### src/rtl/spectrum_log_bar_column_top_defines.svh
// Assertion macros shared by the spectrum bar column RTL.
`ifndef SPECTRUM_LOG_BAR_COLUMN_TOP_DEFINES_SVH
`define SPECTRUM_LOG_BAR_COLUMN_TOP_DEFINES_SVH

`ifndef SYNTHESIS
`define SLBC_ASSERT_IMPL(lbl, ante, cons) \
  lbl: assert property (@(posedge clk) disable iff (!rst_n) (ante) |-> (cons)) \
    else $error("slbc same-cycle check failed");
`define SLBC_ASSERT_NEXT(lbl, ante, cons) \
  lbl: assert property (@(posedge clk) disable iff (!rst_n) (ante) |=> (cons)) \
    else $error("slbc next-cycle check failed");
`else
`define SLBC_ASSERT_IMPL(lbl, ante, cons)
`define SLBC_ASSERT_NEXT(lbl, ante, cons)
`endif

`endif

### src/rtl/slbc_fifo.sv
// Small register queue with first-word-fall-through read.
`default_nettype none

`include "spectrum_log_bar_column_top_defines.svh"

module slbc_fifo #(
  parameter int W     = 8,
  parameter int DEPTH = 4
) (
  input  wire logic         clk,
  input  wire logic         rst_n,
  input  wire logic         push,
  input  wire logic [W-1:0] wdata,
  output logic              full,
  input  wire logic         pop,
  output logic [W-1:0]      rdata,
  output logic              empty
);

  localparam int PW    = (DEPTH > 1) ? $clog2(DEPTH) : 1;
  localparam int CNT_W = $clog2(DEPTH + 1);

  logic [W-1:0]     mem_r [DEPTH];
  logic [PW-1:0]    wr_ptr_r, wr_ptr_nxt;
  logic [PW-1:0]    rd_ptr_r, rd_ptr_nxt;
  logic [CNT_W-1:0] count_r, count_nxt;
  logic             do_push, do_pop;

  assign full    = (count_r == CNT_W'(DEPTH));
  assign empty   = (count_r == '0);
  assign do_push = push && !full;
  assign do_pop  = pop && !empty;
  assign rdata   = mem_r[rd_ptr_r];

  always_comb begin
    wr_ptr_nxt = wr_ptr_r;
    rd_ptr_nxt = rd_ptr_r;
    if (do_push) begin
      wr_ptr_nxt = (wr_ptr_r == PW'(DEPTH - 1)) ? '0 : wr_ptr_r + PW'(1);
    end
    if (do_pop) begin
      rd_ptr_nxt = (rd_ptr_r == PW'(DEPTH - 1)) ? '0 : rd_ptr_r + PW'(1);
    end
    count_nxt = count_r + CNT_W'(do_push) - CNT_W'(do_pop);
  end

  always_ff @(posedge clk) begin
    if (!rst_n) begin
      wr_ptr_r <= '0;
      rd_ptr_r <= '0;
      count_r  <= '0;
    end else begin
      wr_ptr_r <= wr_ptr_nxt;
      rd_ptr_r <= rd_ptr_nxt;
      count_r  <= count_nxt;
    end
  end

  always_ff @(posedge clk) begin
    if (do_push) begin
      mem_r[wr_ptr_r] <= wdata;
    end
  end

  `SLBC_ASSERT_IMPL(a_no_push_when_full, push, !full)
  `SLBC_ASSERT_IMPL(a_no_pop_when_empty, pop, !empty)
  `SLBC_ASSERT_NEXT(a_push_fills, push && !pop, !empty)

endmodule

`default_nettype wire

### config.mk
export PLATFORM = sky130hd
export DESIGN_NAME = slbc_fifo
export DESIGN_NICKNAME = d
export VERILOG_FILES = /design/src/rtl/slbc_fifo.sv
export VERILOG_INCLUDE_DIRS = /design/src /design/src/rtl
export SDC_FILE = /design/constraint.sdc
export NUM_CORES = 1
export LEC_CHECK = 0
export ABC_AREA = 1
export BUFFER_PORTS_ARGS = -buffer_cell sky130_fd_sc_hd__buf_2
export CORE_ASPECT_RATIO = 1.75
export CORE_MARGIN = 2
export CORE_UTILIZATION = 45
export CTS_CLUSTER_DIAMETER = 200
export CTS_CLUSTER_SIZE = 30
export DETAILED_ROUTE_END_ITERATION = 10
export MAX_ROUTING_LAYER = met4
export SLEW_MARGIN = 0
export SYNTH_ARGS = -nofsm -noshare
export SYNTH_HDL_FRONTEND = slang
export SYNTH_SLANG_ARGS = --single-unit
### constraint.sdc
create_clock -name clk -period 5.4 [get_ports clk]
set_clock_uncertainty 0.2 [all_clocks]
set_input_delay 0 -clock clk [delete_from_list [all_inputs] [get_ports clk]]
set_output_delay 0 -clock clk [all_outputs]
set_load 0.05 [all_outputs]
==> summary.md <==
| Metric | Value |
|---|---|
| Run status | `complete, no violations` |
| Synth cell types | `20` |
| Placer Congestion | `around 0.7` |
| Synthesized area per cell | `between 10 and 15 µm²` |
| Num CTS Buffers | `5` |
| Die width | `around 50 µm` |
| Share of power burned in registers | `41.3%` |
| Multi-input gate area | `approximately 460 µm²` |
| Met3 GRT Util | `3.35%` |
| Leakage | `0.819 nW` |
| Final #Nets | `199` |
| Worst skew pair latency | `between 200 and 300 ps` |
| Met1 usage | `13.9%` |
| Initial drt markers | `30` |
| Post-CTS Setup Bufs | `0` |
| Initial core utilization | `between 40% and 50%` |
| Drt pass-1 iters | `4` |
| CTS tree | `yes` |
| Area Growth Syn to Fin | `20.0%` |
| Final Max Slew Viols | `0` |
| Vias in the first global route | `~1.2k` |
| Comb power frac | `between 40% and 50%` |
| Post-Syn Area | `~0.0017 mm²` |
| Depth of the worst register-to-register path | `10` |
| Crit path time final | `2070 ps` |
| Seq. cell area | `between 0.001 and 0.0015 mm²` |
| Cell internal pwr | `0.000598 W` |
| WP data required | `roughly 5200 ps` |
| Largest cells by area after synthesis | `edfxtp_1 (57%), dfxtp_1 (11%), nor2_1 (6.5%)` |
| Clock power share | `a little under a fifth` |
| Max cap viols | `0` |
| Final ANT Viol Nets | `0` |
| Hold slack | `258 ps` |
| H-tree levels | `2` |
| GRT Max-Usage Layer | `met2` |
| Die height | `~85 µm` |
| Share of layout cells above drive strength 1 | `about a fifth` |
| R2R Setup Slk | `between 3000 and 4000 ps` |
| Initial antenna violation count | `0` |
| Critical setup path kind | `reg2out` |
| Slew @ Worst Pin | `around 780 ps` |
| Fin cells | `226` |
| First-pass GRT wire length | `4.83 mm` |
| CORE AREA | `roughly 0.0036 mm²` |
| Syn Inst Count | `between 100 and 150` |
| Area after DPL | `0.00182 mm²` |
| CTS sink count | `41` |
| Post-route cell area | `approximately 0.0020 mm²` |
| Met2 GRT Util | `29.1%` |
| Worst R2R End | `count_r[2]` |
| Hpwl dp | `slightly below 2 mm` |
| Port bufs | `21` |
| Switching Fraction | `between 40 and 50%` |
| I/O pin cnt | `22` |
| WL/cell | `between 10 and 15 µm` |
| Worst Setup End Kind | `output port` |
| Clock-pin slew on the worst setup and hold paths | `about 70 ps` |
| Crit path max fanout | `17` |
| Residual DRC count | `0` |
| Final setup fails | `0` |
| Peak supply drop | `between 300 and 400 µV` |
| Total die area | `0.00426 mm²` |
| Post-synth net total | `~160` |
| Capture point of the critical path | `rdata[1]` |
| Crit Reg-Reg Startpoint | `count_r[1]` |
| Tcrit/Tclk final | `between 30% and 40%` |
| # rows | `29` |
| GRT Total Usage | `15.9%` |
| Clock tree root buffer cell | `clkbuf_8` |
| Worst setup margin | `between 3000 and 4000 ps` |
| WL final | `between 2 and 3 mm` |
| Grt ovf | `0` |
| Worst rel slew slack | `between 40% and 50%` |
| Register area share after synthesis | `around two thirds` |
| PD cells | `518 mW/mm²` |
| Worst slack, placed | `approximately 3300 ps` |
| Worst EP arrival | `around 1900 ps` |
| Warnings, synthesis | `0` |
| Synth area leader | `edfxtp_1` |
| RSZ-0062 raised after global routing | `false` |
| Vias after detailed routing | `between 1k and 1.5k` |
| TNS Setup | `0 ps` |
| Largest net degree at the start of global routing | `18` |
| Final hold viol count | `0` |
| Ant diodes | `0` |
| Vias/cell | `4.96` |
| Fill cells | `between 300 and 400` |
| Critical Path Source Type | `register` |
| Fmax | `483 MHz` |
| Synth Register Bits | `between 40 and 50` |
| Clock Path Buffers | `2` |
| Sw power | `around 0.00045 W` |
| DP Cell Count | `207` |
| Synth top area share | `about 57%` |
| Worst hold path class | `in2reg` |
==> worst max-delay path, stage by stage (launching register included) <==
cell	delay, ps
dfxtp_1	700
inv_2	280
o21ai_0	270
o22ai_1	110
buf_2	220
==> power by group through the flow <==
stage          clock (W)  sequential, W  combinational, W
3_5_place_dp           0       0.000439          0.000421
3_3_place_gp           0       0.000438          0.000411
2_1_floorplan          0       0.000424          0.000345
4_1_cts         0.000193       0.000432          0.000429
5_1_grt         0.000201       0.000440          0.000472
6_report        0.000190       0.000432          0.000425
==> per-stage QoR <==
| stage | total power, W | utilization [%] |
|---|---|---|
| 6_report | 0.00105 | 56.2 |
| 5_1_grt | 0.00111 | 56.2 |
| 4_1_cts | 0.00105 | 56.2 |
| 3_5_place_dp | 0.000861 | 50.7 |
| 3_3_place_gp | 0.000849 | 50.7 |
| 2_1_floorplan | 0.000768 | - |
==> sequential cells by signal, indices dropped and copies added (netlist names), named ones only <==
register,cells
count_r,3
mem_r,32
rd_ptr_r,2
wr_ptr_r,2
==> cells in the final DEF (no fill, tap or decap), drive strengths merged, types with 2 or more instances in the layout <==
master and count:
nor2 31, edfxtp 32, clkinv 2, ha 7
nand2 13, a21oi 2, inv 17, buf 21
o22ai 8, clkbuf 5, o21ai 16, dlygate4sd3 11
dfxtp 9
==> routing by layer <==
layer  wire length (µm)  vias up
met5                  0        -
met4                 97        0
met3                112       11
met2               1630       27
met1               1090      526
li1                   -      557
==> cells by family (layout without fill, tap and decap cells) <==
| family | after synthesis | after routing | synth area share, % |
|---|---|---|---|
| AOI/OAI and AO/OA | 26 | 26 | 8.77 |
| adders and majority gates | 8 | 8 | 6.39 |
| xor gates and xnor gates | 1 | 1 | 0.521 |
| and+or+nand+nor | 47 | 47 | 11.4 |
| DFF | 41 | 41 | 67.8 |
| buffers and inverters | 19 | 57 | 5.13 |
==> worst min path at each step <==
stage          startpoint           to  slack, ps  cells past startpoint
2_1_floorplan       rst_n   count_r[1]       -110                      2
3_3_place_gp     wdata[5]  mem_r[0][5]         10                      1
3_5_place_dp     wdata[5]  mem_r[2][5]         20                      1
4_1_cts          wdata[5]  mem_r[2][5]        250                      2
5_1_grt          wdata[3]  mem_r[2][3]        260                      2
6_report         wdata[4]  mem_r[1][4]        260                      2
==> cell type report <==
cell class | instances | share of cell area, %
flip-flops and latches | 41 | 56.5
clock inverters | 3 | 0.867
inverters | 17 | 3.16
well taps | 46 | 2.85
clock buffers | 5 | 3.41
repair buffers | 32 | 10.7
multi-input cells | 82 | 22.6
==> cells in the mapped netlist <==
cell,n
xnor2_1,1
o21ai_2,2
nand2_2,1
inv_2,1
a21oi_1,2
or2_2,1
nand3_1,1
ha_1,7
nor2_2,2
inv_1,16
fa_1,1
nand2_1,12
edfxtp_1,32
buf_6,2
o22ai_1,8
o21ai_0,12
o21ai_1,2
nand3b_1,1
dfxtp_1,9
nor2_1,29
==> what timing repair did <==
| action | in CTS | in global routing |
|---|---|---|
| resized for setup | 0 | 0 |
| hold buffers | 11 | 0 |
| hold endpoints to repair | 41 | 0 |
No activity file was read; power rests on OpenSTA's default activity.
