--- config.mk ---
export PLATFORM = sky130hd
export DESIGN_NAME = slbc_front
export DESIGN_NICKNAME = d
export VERILOG_FILES = /design/src/rtl/spectrum_log_bar_column_top_defines.svh /design/src/rtl/slbc_pkg.sv /design/src/rtl/slbc_front.sv
export SDC_FILE = /design/constraint.sdc
export NUM_CORES = 1
export LEC_CHECK = 0
export BUFFER_PORTS_ARGS = -buffer_cell sky130_fd_sc_hd__buf_2
export CAP_MARGIN = 20
export CORE_MARGIN = 2
export CORE_UTILIZATION = 43
export DETAILED_ROUTE_END_ITERATION = 10
export GPL_ROUTABILITY_DRIVEN = 0
export PLACE_DENSITY_LB_ADDON = 0.25
export SETUP_SLACK_MARGIN = 0.4
export SYNTH_ARGS = -nofsm -noshare
export SYNTH_HDL_FRONTEND = slang
export SYNTH_SLANG_ARGS = --single-unit
--- constraint.sdc ---
create_clock -name clk -period 17.8 [get_ports clk]
set_input_delay 1.78 -clock clk [delete_from_list [all_inputs] [get_ports clk]]
set_output_delay 1.78 -clock clk [all_outputs]
set_load 0.01 [all_outputs]
--- src/rtl/spectrum_log_bar_column_top_defines.svh ---
// Assertion macros shared by the spectrum bar column RTL.
`ifndef SPECTRUM_LOG_BAR_COLUMN_TOP_DEFINES_SVH
`define SPECTRUM_LOG_BAR_COLUMN_TOP_DEFINES_SVH

`ifndef SYNTHESIS
`define SLBC_ASSERT_IMPL(lbl, ante, cons) \
  lbl: assert property (@(posedge clk) disable iff (!rst_n) (ante) |-> (cons)) \
    else $error("slbc same-cycle check failed");
`define SLBC_ASSERT_NEXT(lbl, ante, cons) \
  lbl: assert property (@(posedge clk) disable iff (!rst_n) (ante) |=> (cons)) \
    else $error("slbc next-cycle check failed");
`else
`define SLBC_ASSERT_IMPL(lbl, ante, cons)
`define SLBC_ASSERT_NEXT(lbl, ante, cons)
`endif

`endif

--- src/rtl/slbc_pkg.sv ---
// Shared constants and types of the spectrum bar column block.
`default_nettype none

package slbc_pkg;

  localparam int FFT_BINS_DEF        = 512;
  localparam int DISPLAY_COLUMNS_DEF = 384;

  localparam int MAG_W     = 32;
  localparam int SQ_W      = 2 * MAG_W;
  localparam int MANT_W    = 32;
  localparam int PROD_W    = 2 * MANT_W;
  localparam int EXP_W     = 6;
  localparam int FRAC_BITS = 6;
  localparam int Y_W       = EXP_W + FRAC_BITS;

  // floor((2126 - y) / 30) = floor((y_bias - y) / 30) - Q_BIAS, y_bias = 2126 + 30*Q_BIAS
  localparam int U_W         = 13;
  localparam int LOG_BIAS    = 4106;
  localparam int Q_BIAS      = 66;
  localparam int RECIP       = 2185;
  localparam int RECIP_W     = 12;
  localparam int RECIP_SHIFT = 16;
  localparam int Q_W         = 8;
  localparam int N_W         = 10;

  localparam int MASK_W       = 32;
  localparam int RETICLE_BITS = 4;
  localparam int NUM_RETICLE  = 8;
  localparam int RETICLE_OFFSETS [NUM_RETICLE] = '{0, 26, 51, 77, 102, 128, 154, 179};

  localparam int MID_DEPTH = 4;
  localparam int OUT_DEPTH = 16;

  localparam int OFFSET_W   = 6;
  localparam int CFG_IDX_W  = 1;
  localparam int CFG_DATA_W = 6;

  localparam logic [OFFSET_W-1:0] OFFSET_RESET  = 6'd24;
  localparam logic                RETICLE_RESET = 1'b1;

  typedef enum logic [CFG_IDX_W-1:0] {
    CFG_OFFSET_PIXELS  = 1'b0,
    CFG_RETICLE_ENABLE = 1'b1
  } cfg_reg_t;

  typedef struct packed {
    logic [OFFSET_W-1:0] offset_pixels;
    logic                reticle_enable;
  } cfg_t;

endpackage

`default_nettype wire

--- src/rtl/slbc_front.sv ---
// Front end: takes bins, drops the hidden band, maps columns and reticle, takes magnitudes.
`default_nettype none

module slbc_front #(
  parameter int FFT_BINS        = slbc_pkg::FFT_BINS_DEF,
  parameter int DISPLAY_COLUMNS = slbc_pkg::DISPLAY_COLUMNS_DEF
) (
  input  wire logic                                         clk,
  input  wire logic                                         rst_n,
  input  wire slbc_pkg::cfg_t                               cfg,
  input  wire logic                                         in_push,
  output logic                                              in_full,
  input  wire logic [$clog2(FFT_BINS)-1:0]                  in_bin_index,
  input  wire logic signed [slbc_pkg::MAG_W-1:0]            in_real_part,
  input  wire logic signed [slbc_pkg::MAG_W-1:0]            in_imag_part,
  output logic                                              mid_push,
  output logic [$clog2(DISPLAY_COLUMNS)+2*slbc_pkg::MAG_W:0] mid_wdata,
  input  wire logic                                         mid_full
);

  localparam int BW        = $clog2(FFT_BINS);
  localparam int CW        = $clog2(DISPLAY_COLUMNS);
  localparam int EW        = ((BW > CW) ? BW : CW) + 1;
  localparam int HALF      = DISPLAY_COLUMNS / 2;
  localparam bit HAS_HIGH  = (FFT_BINS >= HALF);
  localparam int HIGH_BASE = HAS_HIGH ? (FFT_BINS - HALF) : 0;
  localparam int MW        = slbc_pkg::MAG_W;

  function automatic logic [MW-1:0] mag_of(input logic signed [MW-1:0] v);
    logic [MW-1:0] m;
    m = v[MW-1] ? (~v + MW'(1)) : v;
    return m;
  endfunction

  logic [EW-1:0] bin_ext, col_ext;
  logic          in_range, low_bin, high_bin, keep, hit, accept;

  logic          fv_r, fv_nxt;
  logic [CW-1:0] col_r;
  logic          ret_r;
  logic [MW-1:0] mag_a_r, mag_b_r;

  always_comb begin
    bin_ext  = EW'(in_bin_index);
    in_range = bin_ext < EW'(FFT_BINS);
    low_bin  = bin_ext < EW'(HALF);
    high_bin = HAS_HIGH && (bin_ext >= EW'(HIGH_BASE));
    keep     = in_range && (low_bin || high_bin);
    col_ext  = low_bin ? (bin_ext + EW'(HALF)) : (bin_ext - EW'(HIGH_BASE));
    hit      = 1'b0;
    for (int i = 0; i < slbc_pkg::NUM_RETICLE; i++) begin
      if ((HALF + slbc_pkg::RETICLE_OFFSETS[i] < DISPLAY_COLUMNS) &&
          (col_ext == EW'(HALF + slbc_pkg::RETICLE_OFFSETS[i]))) begin
        hit = 1'b1;
      end
      if ((slbc_pkg::RETICLE_OFFSETS[i] <= HALF) &&
          (col_ext == EW'(HALF - slbc_pkg::RETICLE_OFFSETS[i]))) begin
        hit = 1'b1;
      end
    end
  end

  assign in_full   = fv_r && mid_full;
  assign accept    = in_push && !in_full;
  assign mid_push  = fv_r && !mid_full;
  assign mid_wdata = {col_r, ret_r, mag_a_r, mag_b_r};

  always_comb begin
    fv_nxt = fv_r;
    if (mid_push) begin
      fv_nxt = 1'b0;
    end
    if (accept && keep) begin
      fv_nxt = 1'b1;
    end
  end

  always_ff @(posedge clk) begin
    if (!rst_n) begin
      fv_r <= 1'b0;
    end else begin
      fv_r <= fv_nxt;
    end
  end

  always_ff @(posedge clk) begin
    if (accept && keep) begin
      col_r   <= col_ext[CW-1:0];
      ret_r   <= hit && cfg.reticle_enable;
      mag_a_r <= mag_of(in_real_part);
      mag_b_r <= mag_of(in_imag_part);
    end
  end

endmodule

`default_nettype wire

==> summary.md <==
| Metric | Value |
|---|---|
| Die width | `between 100 and 150 µm` |
| FF+latch count, synth | `75` |
| Mux cell area share after synthesis | `0.002518` |
| Gr busiest metal | `met2` |
| Final nets | `555` |
| Met2 Use GR | `0.2979` |
| Final WL | `8778 µm` |
| Final hold slack | `0.7089 ns` |
| RSZ-0062 raised after global routing | `no` |
| Clk slew on worst S/H paths | `0.08 ns` |
| Pwr/cell area | `80.70 nW/µm²` |
| Clock skew | `approximately 0.0081 ns` |
| I/O Pins | `160` |
| Worst VDD drop | `roughly 42 µV` |
| Synth cell types | `43` |
| CTS Hold Bufs | `0` |
| Row Count | `35` |
| Post-synth EDFFs | `74` |
| Number of DRC markers in iteration 0 | `~100` |
| Worst-margin pin slew | `about 0.67 ns` |
| Leakage power | `1.910 nW` |
| First-pass GRT wire length | `around 14000 µm` |
| GRT overflow | `0` |
| Via density | `between 5 and 6` |
| Routed Antenna Nets | `0` |
| WS Path Type | `primary input to output pin` |
| Area fraction in compound gates after synthesis | `0.1136` |
| Seq. cell area | `between 2000 and 2500 µm²` |
| Fmax | `about 250 MHz` |
| CTS tree | `built` |
| Avg Cell Area, Syn | `about 13 µm²` |
| Post-route setup TNS | `0 ns` |
| Clk root buf | `clkbuf_8` |
| CTS resizes | `0` |
| Core area | `roughly 9100 µm²` |
| Slew headroom | `0.5519` |
| Period utilization | `0.2247` |
| Largest net degree at the start of global routing | `39` |
| Simple-gate portion of the synthesized area | `0.1476` |
| DIE AREA | `roughly 10000 µm²` |
| Chip Height | `around 100 µm` |
| Final slew viol count | `0` |
| Layout Utilization | `0.5541` |
| Vias in the first global route | `approximately 2800` |
| Sink Count | `75` |
| Post-Synth XOR/XNOR Area | `0.1278` |
| Via count | `between 3000 and 4000` |
| Initial antenna violation count | `0` |
| Initial Utilization | `0.4364` |
| GR Util met3 | `0.05780` |
| Fill cell count | `806` |
| Fin. Hold Viols | `0` |
| CTS buffer count | `9` |
| Area delta synth->final | `26.98%` |
| Buffers on Ports | `about 150` |
| CTS max path bufs | `2` |
| H-Tree Depth | `3` |
| Arrival time at the worst endpoint | `approximately 2.2 ns` |
| Area of the multi-input gates | `roughly 1700 µm²` |
| Gate Count Post-Synth | `around 310` |
| Placed Cells | `between 500 and 600` |
| Total power | `slightly above 0.4 mW` |
| Routed WL per cell | `roughly 15 µm` |
| Post-DP HPWL | `roughly 6600 µm` |
| Synth Cell Area | `between 3000 and 4000 µm²` |
| Antenna diode count | `0` |
| Post-synthesis adder-cell area fraction | `0.02518` |
| Yosys warning count | `0` |
| Tightest Hold Check Type | `flop to flop` |
| Crit path required time | `roughly 16 ns` |
| Crit end category | `output pin` |
| DRT Pass-1 Iters | `4` |
| Minimum clock period | `4.000 ns` |
| CP startpoint kind | `primary input` |
| Max_cap viols | `0` |
| Largest family of logic cells by synthesized area | `simple AND/OR/NAND/NOR gates` |
| FFs w/ async S/R, synth | `0` |
| Post-CTS setup buffer count | `0` |
| Number of cells in the finished layout apart from fillers | `579` |
| Worst-path fanout max | `4` |
| Syn Nets | `397` |
| # setup viols final | `0` |
| M1 GR Usage | `0.2232` |
| Sequential area share after synthesis | `0.5641` |
| Drc violations | `0` |
| Total track usage | `0.1786` |
| Status | `complete, no violations` |
| Worst skew pair latency | `around 0.34 ns` |
| Layout cell share with drive strength beyond 1 | `0.4017` |
| Post-synth top flop | `edfxtp_1` |
cells by family (layout without fill, tap and decap cells):
family          Yosys count  after routing
buf+inv                  19            182
fa+ha+maj                 8              8
xor+xnor                 58             58
flops                    75             75
mux                       1              1
simple gates             86             86
compound gates           58             58
layout make-up:
class,instances,area share
Sequential cell,75,0.4442
Clock inverter,7,0.01165
Inverter,11,0.008180
Tap cell,111,0.02752
Timing Repair Buffer,155,0.1547
Clock buffer,9,0.02454
Multi-Input combinational cell,211,0.3292
cells in the mapped netlist, types with 4 or more instances:
cell	number	area (µm²)
nor4_1	4	25.02
nor2_1	5	18.77
clkbuf_1	4	15.01
o21ai_0	20	100.1
o31ai_1	16	120.1
edfxtp_1	74	2222
or3_1	5	31.28
o41ai_1	10	87.58
xnor2_1	58	508.0
nand2b_1	6	37.54
nand3_1	8	40.04
nor3_1	7	35.03
ha_1	8	100.1
inv_1	11	41.29
o41ai_2	5	81.33
nand2_1	19	71.32
per-layer routing:
layer	vias to the layer above	routed length (µm)
li1	1484	-
met1	1444	3568
met2	118	4404
met3	10	700
met4	0	105
met5	-	0
stage by stage:
step                      cell area, µm²  worst slack [ns]
after CTS                           5047             13.80
after detailed placement            4865             13.75
after global placement              4865             13.78
final                               5047             13.80
after floorplan                     3975             9.067
after global routing                5047             13.79
layout by cell type (no fill, tap or decap), drive strengths merged, types with 2 or more instances in the layout:
cell / count
nor3: 10
nor4: 8
nand4: 6
or2b: 2
clkbuf: 9
or4: 5
xnor2: 58
nand3: 8
o41ai: 15
nor3b: 2
o21ai: 20
nor2: 5
a211oi: 2
or3: 5
ha: 8
buf: 155
nor2b: 3
o31ai: 17
clkinv: 5
edfxtp: 74
nand2b: 6
a21oi: 3
inv: 11
nand2: 20
worst max-delay path: stages:
cell and delay, ns:
buf_2 0.10, and2_1 0.19, buf_2 0.15
path summary, 6_finish.rpt:
check	startpoint	endpoint	slack [ns]	cells after the start
setup / recovery	mid_full	in_full	13.80	3
hold / removal	fv_r$_SDFFE_PN0P_	fv_r$_SDFFE_PN0P_	0.71	3
setup reg to reg	fv_r$_SDFFE_PN0P_	mag_a_r[23]$_DFFE_PP_	16.26	3
hold reg to reg	fv_r$_SDFFE_PN0P_	fv_r$_SDFFE_PN0P_	0.71	3
state kept, by name, summed over array words and instances, names as in the netlist:
name     cells
col_r        9
fv_r         1
mag_a_r     32
mag_b_r     32
ret_r        1
power by group:
group / internal (mW) / switching [mW] / total, mW / leakage (nW)
registers: 0.211 / 0.00272 / 0.214 / 0.708
logic: 0.0286 / 0.0391 / 0.0677 / 1.11
clock network: 0.0629 / 0.0629 / 0.126 / 0.0915
total: 0.303 / 0.105 / 0.407 / 1.91
(Power assumes the default switching activity.)
